### config.mk
export PLATFORM = sky130hd
export DESIGN_NAME = piecewise_linear_table_interpolator
export DESIGN_NICKNAME = d
export VERILOG_FILES = /design/src/design/pli_pkg.sv /design/src/design/pli_interp.sv /design/src/design/piecewise_linear_table_interpolator.sv
export SDC_FILE = /design/constraint.sdc
export NUM_CORES = 2
export LEC_CHECK = 0
export CAP_MARGIN = 25
export CORE_MARGIN = 2
export CORE_UTILIZATION = 61
export DETAILED_ROUTE_END_ITERATION = 8
export DONT_BUFFER_PORTS = 1
export GPL_TIMING_DRIVEN = 0
export PLACE_DENSITY = 0.79
export SLEW_MARGIN = 25
export SYNTH_ARGS = -nofsm -noshare
export SYNTH_HDL_FRONTEND = slang
export SYNTH_SLANG_ARGS = --single-unit
### constraint.sdc
create_clock -name clk -period 9.7 [get_ports clk]
set_input_delay 2.425 -clock clk [delete_from_list [all_inputs] [get_ports clk]]
set_output_delay 2.425 -clock clk [all_outputs]
set_load 0.01 [all_outputs]
### src/design/pli_pkg.sv
// Shared types and constants for the piecewise linear table interpolator.
// Used by pli_interp and piecewise_linear_table_interpolator; depends on nothing.
package pli_pkg;

	localparam int DEF_TABLE_DEPTH = 64;
	localparam int DEF_ADC_BITS = 12;

	localparam int PIU_W = 7;
	localparam int IDX_W = 6;
	localparam int TEMP_W = 16;
	localparam int STATUS_W = 2;

	localparam logic CMD_CONVERT = 1'b0;
	localparam logic CMD_LOAD = 1'b1;

	typedef enum logic [STATUS_W-1:0] {
		STATUS_INSIDE = 2'd0,
		STATUS_BELOW = 2'd1,
		STATUS_ABOVE = 2'd2
	} range_status_t;

	typedef enum logic [2:0] {
		S_IDLE,
		S_INIT_LO,
		S_INIT_HI,
		S_CHECK,
		S_STEP_DN,
		S_STEP_UP,
		S_INTERP,
		S_DONE
	} ctrl_state_t;

	typedef enum logic [1:0] {
		IS_IDLE,
		IS_MUL,
		IS_DIV,
		IS_FIN
	} interp_state_t;

endpackage

### src/design/pli_interp.sv
// Linear interpolation unit: one signed multiply, then a restoring divider
// that retires one quotient bit per cycle. Depends on pli_pkg.
module pli_interp import pli_pkg::*; #(
	parameter int ADC_BITS = DEF_ADC_BITS
) (
	input  logic                     clk,
	input  logic                     arst_n,
	input  logic                     start,
	input  logic [ADC_BITS-1:0]      dx,
	input  logic signed [TEMP_W:0]   dy,
	input  logic [ADC_BITS-1:0]      den,
	input  logic signed [TEMP_W-1:0] y0,
	output logic                     done,
	output logic [TEMP_W-1:0]        result
);

	localparam int PROD_W = ADC_BITS + TEMP_W + 2;
	localparam int MAG_W = ADC_BITS + TEMP_W;
	localparam int CNT_W = $clog2(MAG_W + 1);

	interp_state_t state_q, state_d;

	logic [ADC_BITS-1:0]      dx_q;
	logic signed [TEMP_W:0]   dy_q;
	logic [ADC_BITS-1:0]      den_q;
	logic signed [TEMP_W-1:0] y0_q;
	logic                     neg_q;
	logic [MAG_W-1:0]         quo_q;
	logic [ADC_BITS-1:0]      rem_q;
	logic [CNT_W-1:0]         cnt_q;

	logic signed [PROD_W-1:0] prod;
	logic [PROD_W-1:0]        prod_abs;
	logic [ADC_BITS:0]        shifted;
	logic [ADC_BITS:0]        trial;
	logic                     fits;
	logic signed [TEMP_W:0]   quo_s;
	logic signed [TEMP_W:0]   sum;

	assign prod = $signed({1'b0, dx_q}) * dy_q;
	assign prod_abs = prod[PROD_W-1] ? PROD_W'(-prod) : PROD_W'(prod);
	assign shifted = {rem_q, quo_q[MAG_W-1]};
	assign trial = shifted - {1'b0, den_q};
	assign fits = shifted >= {1'b0, den_q};
	assign quo_s = $signed({1'b0, quo_q[TEMP_W-1:0]});
	assign sum = {y0_q[TEMP_W-1], y0_q} + (neg_q ? -quo_s : quo_s);
	assign result = sum[TEMP_W-1:0];
	assign done = (state_q == IS_FIN);

	always_ff @(posedge clk or negedge arst_n) begin
		if (!arst_n) begin
			state_q <= IS_IDLE;
		end else begin
			state_q <= state_d;
		end
	end

	always_comb begin
		state_d = state_q;
		unique case (state_q)
			IS_IDLE: begin
				if (start) begin
					state_d = IS_MUL;
				end
			end
			IS_MUL: state_d = IS_DIV;
			IS_DIV: begin
				if (cnt_q == CNT_W'(1)) begin
					state_d = IS_FIN;
				end
			end
			IS_FIN: state_d = IS_IDLE;
			default: state_d = IS_IDLE;
		endcase
	end

	always_ff @(posedge clk) begin
		case (state_q)
			IS_IDLE: begin
				if (start) begin
					dx_q <= dx;
					dy_q <= dy;
					den_q <= den;
					y0_q <= y0;
				end
			end
			IS_MUL: begin
				neg_q <= prod[PROD_W-1];
				quo_q <= prod_abs[MAG_W-1:0];
				rem_q <= '0;
				cnt_q <= CNT_W'(MAG_W);
			end
			IS_DIV: begin
				rem_q <= fits ? trial[ADC_BITS-1:0] : shifted[ADC_BITS-1:0];
				quo_q <= {quo_q[MAG_W-2:0], fits};
				cnt_q <= cnt_q - CNT_W'(1);
			end
			default: begin
			end
		endcase
	end

endmodule

### src/design/piecewise_linear_table_interpolator.sv
// Top level of the piecewise linear table interpolator: point memory, segment
// walk sequencer and output register. Depends on pli_pkg and pli_interp.
//
//   channel   direction   handshake             payload
//   in        request in  in_valid / in_stall   cmd, point_index, adc_value, point_temperature
//   out       result out  out_valid / out_stall temperature, range_status
//   cfg       write in    cfg_valid / cfg_ready points_in_use
//
// A load request writes the point memory without leaving the idle state. A
// conversion walks the table from the cached segment, and an interpolated result
// also passes through the multiply and the one-bit-per-cycle divider; the single
// read port of the point memory paces the walk. Reset clears the cached segment
// and sets the point count to two; the point memory is not cleared. A stalled
// output holds the finished result while the next request is already taken.
module piecewise_linear_table_interpolator import pli_pkg::*; #(
	parameter int TABLE_DEPTH = DEF_TABLE_DEPTH,
	parameter int ADC_BITS = DEF_ADC_BITS
) (
	input  logic                     clk,
	input  logic                     arst_n,
	input  logic                     in_valid,
	output logic                     in_stall,
	input  logic                     cmd,
	input  logic [IDX_W-1:0]         point_index,
	input  logic [ADC_BITS-1:0]      adc_value,
	input  logic signed [TEMP_W-1:0] point_temperature,
	output logic                     out_valid,
	input  logic                     out_stall,
	output logic signed [TEMP_W-1:0] temperature,
	output logic [STATUS_W-1:0]      range_status,
	input  logic                     cfg_valid,
	output logic                     cfg_ready,
	input  logic [PIU_W-1:0]         points_in_use
);

	localparam int IW = $clog2(TABLE_DEPTH);
	localparam int DW = $clog2(TABLE_DEPTH + 1);
	localparam int CW = (DW > PIU_W) ? DW : PIU_W;
	localparam int MW = ADC_BITS + TEMP_W;

	ctrl_state_t state_q, state_d;

	logic [MW-1:0] mem [TABLE_DEPTH];
	logic [MW-1:0] rd_data_q;
	logic          rd_en;
	logic [IW-1:0] rd_addr;
	logic          wr_en;
	logic [CW-1:0] wr_idx;

	logic [PIU_W-1:0] points_q;
	logic [IW-1:0]    seg_q;
	logic [IW-1:0]    lo_q;
	logic [IW-1:0]    hi_q;
	logic [IW-1:0]    last_q;

	logic [ADC_BITS-1:0]      x_q;
	logic [ADC_BITS-1:0]      x0_q;
	logic [ADC_BITS-1:0]      x1_q;
	logic signed [TEMP_W-1:0] y0_q;
	logic signed [TEMP_W-1:0] y1_q;
	logic signed [TEMP_W-1:0] res_q;
	range_status_t            status_q;

	logic                     out_valid_q;
	logic signed [TEMP_W-1:0] out_temp_q;
	range_status_t            out_status_q;

	logic [CW-1:0]            piu;
	logic [CW-1:0]            n_act;
	logic [CW-1:0]            seg_ext;
	logic [CW-1:0]            lo_init;
	logic [ADC_BITS-1:0]      rd_x;
	logic signed [TEMP_W-1:0] rd_y;
	logic                     accept;
	logic                     out_free;
	logic                     go_below;
	logic                     go_above;
	logic                     step_dn;
	logic                     step_up;
	logic                     hit_hi;
	logic                     hit_lo;
	logic                     interp_start;
	logic                     interp_done;
	logic [TEMP_W-1:0]        interp_result;

	assign accept = in_valid && !in_stall;
	assign in_stall = (state_q != S_IDLE);
	assign cfg_ready = 1'b1;
	assign out_free = !out_valid_q || !out_stall;

	assign piu = CW'(points_q);
	assign n_act = (piu < CW'(2)) ? CW'(2) :
		(piu > CW'(TABLE_DEPTH)) ? CW'(TABLE_DEPTH) : piu;
	assign seg_ext = CW'(seg_q);
	assign lo_init = (seg_ext > n_act - CW'(2)) ? n_act - CW'(2) : seg_ext;

	assign wr_idx = CW'(point_index);
	assign wr_en = accept && (cmd == CMD_LOAD) && (wr_idx < CW'(TABLE_DEPTH));

	assign rd_x = rd_data_q[MW-1:TEMP_W];
	assign rd_y = $signed(rd_data_q[TEMP_W-1:0]);

	assign go_below = (x0_q > x_q) && (lo_q == '0);
	assign step_dn = (x0_q > x_q) && (lo_q != '0);
	assign go_above = !(x0_q > x_q) && (x1_q < x_q) && (hi_q == last_q);
	assign step_up = !(x0_q > x_q) && (x1_q < x_q) && (hi_q != last_q);
	assign hit_hi = !(x0_q > x_q) && !(x1_q < x_q) && (x_q == x1_q);
	assign hit_lo = !(x0_q > x_q) && !(x1_q < x_q) && (x_q != x1_q) && (x_q == x0_q);

	always_ff @(posedge clk) begin
		if (wr_en) begin
			mem[wr_idx[IW-1:0]] <= {adc_value, point_temperature};
		end
		if (rd_en) begin
			rd_data_q <= mem[rd_addr];
		end
	end

	always_ff @(posedge clk or negedge arst_n) begin
		if (!arst_n) begin
			state_q <= S_IDLE;
		end else begin
			state_q <= state_d;
		end
	end

	always_comb begin
		state_d = state_q;
		rd_en = 1'b0;
		rd_addr = lo_q;
		interp_start = 1'b0;
		unique case (state_q)
			S_IDLE: begin
				if (accept && (cmd == CMD_CONVERT)) begin
					rd_en = 1'b1;
					rd_addr = lo_init[IW-1:0];
					state_d = S_INIT_LO;
				end
			end
			S_INIT_LO: begin
				rd_en = 1'b1;
				rd_addr = hi_q;
				state_d = S_INIT_HI;
			end
			S_INIT_HI: state_d = S_CHECK;
			S_CHECK: begin
				if (step_dn) begin
					rd_en = 1'b1;
					rd_addr = lo_q - IW'(1);
					state_d = S_STEP_DN;
				end else if (step_up) begin
					rd_en = 1'b1;
					rd_addr = hi_q + IW'(1);
					state_d = S_STEP_UP;
				end else if (go_below || go_above || hit_hi || hit_lo) begin
					state_d = S_DONE;
				end else begin
					interp_start = 1'b1;
					state_d = S_INTERP;
				end
			end
			S_STEP_DN: state_d = S_CHECK;
			S_STEP_UP: state_d = S_CHECK;
			S_INTERP: begin
				if (interp_done) begin
					state_d = S_DONE;
				end
			end
			S_DONE: begin
				if (out_free) begin
					state_d = S_IDLE;
				end
			end
			default: state_d = S_IDLE;
		endcase
	end

	always_ff @(posedge clk) begin
		case (state_q)
			S_IDLE: begin
				if (accept && (cmd == CMD_CONVERT)) begin
					x_q <= adc_value;
					lo_q <= lo_init[IW-1:0];
					hi_q <= lo_init[IW-1:0] + IW'(1);
					last_q <= IW'(n_act - CW'(1));
				end
			end
			S_INIT_LO: begin
				x0_q <= rd_x;
				y0_q <= rd_y;
			end
			S_INIT_HI, S_STEP_UP: begin
				x1_q <= rd_x;
				y1_q <= rd_y;
			end
			S_STEP_DN: begin
				x0_q <= rd_x;
				y0_q <= rd_y;
			end
			S_CHECK: begin
				status_q <= go_below ? STATUS_BELOW : go_above ? STATUS_ABOVE : STATUS_INSIDE;
				res_q <= (go_below || hit_lo) ? y0_q : y1_q;
				if (step_dn) begin
					lo_q <= lo_q - IW'(1);
					hi_q <= hi_q - IW'(1);
					x1_q <= x0_q;
					y1_q <= y0_q;
				end else if (step_up) begin
					lo_q <= lo_q + IW'(1);
					hi_q <= hi_q + IW'(1);
					x0_q <= x1_q;
					y0_q <= y1_q;
				end
			end
			S_INTERP: begin
				if (interp_done) begin
					res_q <= $signed(interp_result);
				end
			end
			default: begin
			end
		endcase
	end

	always_ff @(posedge clk or negedge arst_n) begin
		if (!arst_n) begin
			points_q <= PIU_W'(2);
			seg_q <= '0;
			out_valid_q <= 1'b0;
		end else begin
			if (cfg_valid && cfg_ready) begin
				points_q <= points_in_use;
			end
			if (state_q == S_DONE && out_free) begin
				seg_q <= lo_q;
				out_valid_q <= 1'b1;
			end else if (!out_stall) begin
				out_valid_q <= 1'b0;
			end
		end
	end

	always_ff @(posedge clk) begin
		if (state_q == S_DONE && out_free) begin
			out_temp_q <= res_q;
			out_status_q <= status_q;
		end
	end

	assign out_valid = out_valid_q;
	assign temperature = out_temp_q;
	assign range_status = out_status_q;

	pli_interp #(
		.ADC_BITS(ADC_BITS)
	) u_interp (
		.clk(clk),
		.arst_n(arst_n),
		.start(interp_start),
		.dx(x_q - x0_q),
		.dy({y1_q[TEMP_W-1], y1_q} - {y0_q[TEMP_W-1], y0_q}),
		.den(x1_q - x0_q),
		.y0(y0_q),
		.done(interp_done),
		.result(interp_result)
	);

endmodule

Word-level counts from Yosys, hierarchy flattened
Memories as Yosys holds them, arrays and structs flattened. A register that Yosys moved wholly into a read port is not among the register bits.
Index checks and enable logic that the tools add are counted.

storage, ports and cells
  logic and storage cells = 178
  flip-flop bits (word level) = 244
  bits of input ports = 47
  memory bits (writable) = 1,792
  output and inout bits = 21
  memories kept = 1

operators by class
  multiplexer cells = 56
  bitwise gates (word level) = 1
  add/subtract/negate cells = 15
  multiply operators = 1
  order comparisons = 7
  reduce and logical (&&, ||, !) cells = 46
  equality and inequality tests = 26

memory list
  name  depth  bits a word  rd ports  clocked after memory_dff  write ports  line                                       RTL
  mem   64     28           1         1                         1            piecewise_linear_table_interpolator.sv:43  logic [MW-1:0] mem [TABLE_DEPTH];

operators with widths
  cell                 number
  $mux 16              6
  $pmux 16 s2          3
  $pmux 12 s2          3
  $pmux 28 s2          1
  $mux 6               9
  $mux 12              4
  $sub 12x12->12       3
  $mul 13x17->30       1
  $mux 28              1
  $neg 28->28          1
  $eq 12x12->1         2
  $pmux 6 s2           2
  $add 6x1->6 const B  3
  $pmux 3 s6           1
  $pmux 6 s3           1
  $sub 6x1->6 const B  3
  $sub 16x16->17       1
  $add 16x16->16       1
  $neg 16->16          1
  $logic_and 1x1->1    14
  $mux 7               2
  $ne 2x2->1 const B   7
  $ge 13x12->1         1
  $eq 3x3->1 const B   4
  other kinds (37)     77

Longest topological paths before layout
  depth after elaboration = 13
  depth in mapped cells = 27
  gate-level depth less buffers = 24

Hierarchy
A second synthesis with hierarchy kept.

second synthesis, totals
  cell total of the unflattened synthesis = 6,874
  area, all modules = 93,443.4 µm²

modules (own cells, without submodules)
  module                               cells each  instances  sequential area each (µm²)  area an instance (µm²)
  piecewise_linear_table_interpolator  5,433       1          58,742.6                    79,575.1
  pli_interp                           1,441       1          3,143.0                     13,868.3

Worst setup path before layout
Ideal clock, no wire load.

  path type = register -> register
  from = reg u_interp.dx_q[4]
  to = reg u_interp.quo_q[27] (data pin)
  arrival time = 6,523 ps
  path slack = 2,918 ps
  stages on the path, launching flop included = 24
  buffers on the path = 2
  library setup time = 260 ps
  required time = 9,440 ps
  period minus slack after synthesis = 6,782 ps
  cells stage by stage = edfxtp_1 clkbuf_1 clkbuf_1 nand2_1 fa_1 fa_1 fa_1 inv_1 fa_1 inv_1 fa_1 inv_1 ha_1 or4_1 o21ai_1 a211oi_1 nor4_1 a2111oi_0 or4_1 or2_2 or2_1 o41ai_2 xnor2_1 mux2_2

on the way
  cells in the longest elaborated chain, start to end = 4

RTL lines
  item                    line              RTL
  from (decl)             pli_interp.sv:23  logic [ADC_BITS-1:0] dx_q;
  from (signal assigned)  pli_interp.sv:81  dx_q <= dx;
  $mul 13x17->30 *        pli_interp.sv:40  assign prod = $signed({1'b0, dx_q}) * dy_q;
  $neg 28->28             pli_interp.sv:41  assign prod_abs = prod[PROD_W-1] ? PROD_W'(-prod) : PROD_W'(prod);
  $mux 28 *               pli_interp.sv:41
  $pmux 28 s2 *           pli_interp.sv:78  case (state_q)
  to (signal assigned)    pli_interp.sv:89  quo_q <= prod_abs[MAG_W-1:0];
  to (signal assigned)    pli_interp.sv:95  quo_q <= {quo_q[MAG_W-2:0], fits};
  to (decl)               pli_interp.sv:28  logic [MAG_W-1:0] quo_q;

Every way passes the cells marked *; elsewhere a longest branch is shown, timed or not.
A chain may end at the register's enable or synchronous reset.

Worst setup path in the final report
  from = reg points_q[4], in the netlist piu[4]
  to = reg rd_data_q[27] (read register of mem) (data pin)

on the way
  cells in the longest elaborated chain, start to end = 8
  elaborated cells between the ends (all ways) = 9
  those cells by class = add/sub (1); order compare (3); mux (5)

RTL lines
  item                    line                                        RTL
  from (decl)             piecewise_linear_table_interpolator.sv:50   logic [PIU_W-1:0] points_q;
  from (signal assigned)  piecewise_linear_table_interpolator.sv:232  points_q <= points_in_use;
  $gt 7x7->1              piecewise_linear_table_interpolator.sv:93   (piu > CW'(TABLE_DEPTH)) ? CW'(TABLE_DEPTH) : piu;
  $mux 7                  piecewise_linear_table_interpolator.sv:93
  $mux 7 *                piecewise_linear_table_interpolator.sv:92   assign n_act = (piu < CW'(2)) ? CW'(2) :
  $sub 7x2->7 *           piecewise_linear_table_interpolator.sv:95   assign lo_init = (seg_ext > n_act - CW'(2)) ? n_act - CW'(2) : seg_ext;
  $gt 6x7->1              piecewise_linear_table_interpolator.sv:95
  $mux 6 *                piecewise_linear_table_interpolator.sv:95
  $mux 6 *                n/a
  $pmux 6 s3 *            piecewise_linear_table_interpolator.sv:132  unique case (state_q)
  to (decl)               piecewise_linear_table_interpolator.sv:44   logic [MW-1:0] rd_data_q;

Marks and branches as above.

==> results_dict.tcl <==
set metrics [dict create \
    io_buffer_count 0 \
    clk_latency_ns 0.86 \
    die-area_um2 156000 \
    use_met3 0.0884 \
    relSlewSlack 0.191 \
    routabilityCongestion 1.08 \
    clock-sinks 2064 \
    fin_crit_sh 0.875 \
    synthFlopType "edfxtp_1" \
    slowest_delay_ns 0.98 \
    met1_usage 0.449 \
    max_freq_mhz 118 \
    critPathLaunchType "flop" \
    reg2reg_setup_slack_ns 1.22 \
    async_reset_ff_frac 0.00921 \
    cts_made_buffers 198 \
    cap_violations 0 \
    avgRoutedWirePerCell_um 27.9 \
    synth.most_common_cell "edfxtp_1" \
    grt_usage 0.350 \
    worstPathRequired_ns 10.31 \
    cts.repair.resized 0 \
    fin_tns_setup_ns 0 \
    die_w_um 394 \
    status "complete, no violations" \
    yosys.area.top_type "edfxtp_1" \
    r2r_start "piu[4]$_DFFE_PN0P_" \
    crit_arrival_ns 9.09 \
    max-clock-path-buffers 3 \
    drc 0 \
    busiest_layer "met2" \
    pre_cts_ws_ns 1.58 \
    pin_count 68 \
    detail-route-antenna-nets 0 \
    grt_overflow 0 \
    netlist_instances 7370 \
    tritoncts "built" \
    cts_setup_buffers 0 \
    htree_levels 4 \
    setup_viol 0 \
    whs_ns 0.401 \
    antenna_found_initial 19 \
    drv_slew 0 \
    ys_ff_latch 2064 \
    path_cells "or3_1, nor2_1, nor2_1, nor2_1, inv_1, ha_1, nor3b_1, o21ai_0, inv_1, ha_1, nand3_1, nor2_1, a211oi_1, o31ai_1, o221ai_1, a2bb2oi_1, buf_4, nand2b_1, clkbuf_1, buf_1, a21oi_1, nor4_1, or4_1" \
    syn_avg_cell_area_um2 12.6 \
    yosysTopAreaCellShare 0.661 \
    final_util 0.689 \
    post_synth_num_cell_types 85 \
    r2r_end "rd_data_q[27]$_DFFE_PP_" \
    num_vias 62863 \
    worstMarginPinSlew_ns 1.21 \
    rsz0062_at_grt "false" \
    grt_max_degree 66 \
    cts_root_buf "clkbuf_16" \
    ys_seq_area_frac 0.666 \
    cp_common_cell "nor2_1" \
    grt_pass1_vias 61692 \
    cpMaxStageDelayCell "nor4_1" \
    multi_input_area_um2 28600 \
    start_util 0.613 \
    grt_util_met2 0.540 \
    r2r_cells 23 \
    hold_buffers 0 \
    hold_viol_final 0 \
    netlist_top_cells_count "2045 x edfxtp_1, 1775 x nand2_1, 594 x nand3_1, 390 x inv_1, 272 x clkbuf_1" \
    skew_ns 0.0649 \
    fin_crit_ns 8.48 \
    critPathLaunch "piu[4]$_DFFE_PN0P_" \
    clk_pin_slew_worst_paths_ns 0.06 \
    n_fill_cell 10033 \
    critPathKind "flop to flop" \
    drt_iter0_markers 9263 \
    crit_fanout 10 \
    die_h_um 394 \
    row_count 143 \
    crit_path_end "rd_data_q[27]$_DFFE_PP_" \
    dp.final_hpwl_um 185000 \
    hold_path_class "flop to flop" \
    synth_edf_count 2045 \
    setup_ws_ns 1.22 \
    cp-end-kind "flop" \
    synth_warnings 0 \
    netlist_area_um2 92900 \
    dr.pass1.iters 6 \
    routed_wl_um 275000 \
    drive_gt1_frac 0.0805 \
    syn_nets 7780 \
    grt_pass1_wl_um 397000 \
    area_delta_synth_final_pct 12.3 \
    final_nets 8049 \
    seqCellArea_um2 61900 \
    coreArea_um2 152000 \
    vias_per_cell 6.39 \
    synth.area.top_cells "edfxtp_1 66%, nand2_1 7.2%, fa_1 4.2%" \
]
## how the worst min path moves through the flow
stage / start / endpoint / cells past startpoint
finish: status_q[0]$_SDFFCE_PP1P_ / range_status[0]$_DFFE_PP_ / 0
global route: status_q[0]$_SDFFCE_PP1P_ / range_status[0]$_DFFE_PP_ / 0
CTS: status_q[0]$_SDFFCE_PP1P_ / range_status[0]$_DFFE_PP_ / 0
detailed placement: res_q[10]$_DFFE_PP_ / temperature[10]$_DFFE_PP_ / 0
global placement: res_q[3]$_DFFE_PP_ / temperature[3]$_DFFE_PP_ / 0
floorplan: status_q[0]$_SDFFCE_PP1P_ / range_status[0]$_DFFE_PP_ / 0
## layout by cell type (no fill, tap or decap), types with 116 or more instances in the layout
master	Yosys	layout
and2_1	116	116
o21ai_0	126	124
nand2_1	1775	1771
nor2_1	182	117
mux2i_1	182	182
edfxtp_1	2045	2045
a21oi_1	265	264
inv_1	390	390
fa_1	193	193
clkbuf_16	0	198
ha_1	170	169
clkbuf_1	272	315
nand3_1	594	592
## per-layer routing
metal  share of wire  routed length [um]  vias to the layer above
li1                -                   -                    26992
met1            0.35               96200                    30469
met2            0.45              125000                     4475
met3            0.12               33600                      917
met4           0.072               19800                       10
met5         0.00024                  66                        -
## state kept, by name (all words and copies together), names as in the netlist, 3 cells and up
name,flops
u_interp.dx_q,12
x0_q,12
last_q,6
u_interp.y0_q,16
y1_q,16
u_interp.cnt_q,5
u_interp.den_q,12
rd_data_q,28
seg_q,6
y0_q,16
temperature,16
x1_q,12
piu,7
mem,1792
res_q,16
u_interp.quo_q,28
u_interp.dy_q,17
x_q,12
hi_q,6
lo_q,6
u_interp.rem_q,12
state_q,3
## cells by family after synthesis
| group | count (synthesis) | share of synthesized area |
|---|---|---|
| mux | 218 | 0.0240 |
| buf+inv | 787 | 0.0334 |
| flops | 2064 | 0.666 |
| fa+ha+maj | 363 | 0.0645 |
| other cells | 1 | 0.0000403 |
| simple gates | 3004 | 0.142 |
| xor+xnor | 134 | 0.0126 |
| compound gates | 799 | 0.0581 |
## metrics by stage
| stage | instances | instance area (um2) |
|---|---|---|
| after floorplan | 7370 | 92900 |
| final | 9838 | 104000 |
| after CTS | 9828 | 104000 |
| after global placement | 9400 | 95500 |
| after global routing | 9828 | 104000 |
| after detailed placement | 9469 | 97900 |
## cell type report
cell class / count / area share
well taps: 2030 / 0.0243
clock buffers: 246 / 0.0492
multi-input cells: 4519 / 0.274
clock inverters: 113 / 0.0123
inverters: 391 / 0.0141
repair buffers: 69 / 0.0169
flip-flops and latches: 2064 / 0.593
plain buffers: 396 / 0.0157
diodes: 10 / 0.000240
## critical path: cells and delay by family (launching register included)
family          cells  cell delay, ns
compound gates      6            2.14
fa+ha+maj           2            0.62
buf+inv             5            1.94
flops               1            0.45
simple gates       10            3.09
Power is left out: the tool's default activity adds up to more than one toggle a clock period on the data nets, which glitch-free logic cannot reach.
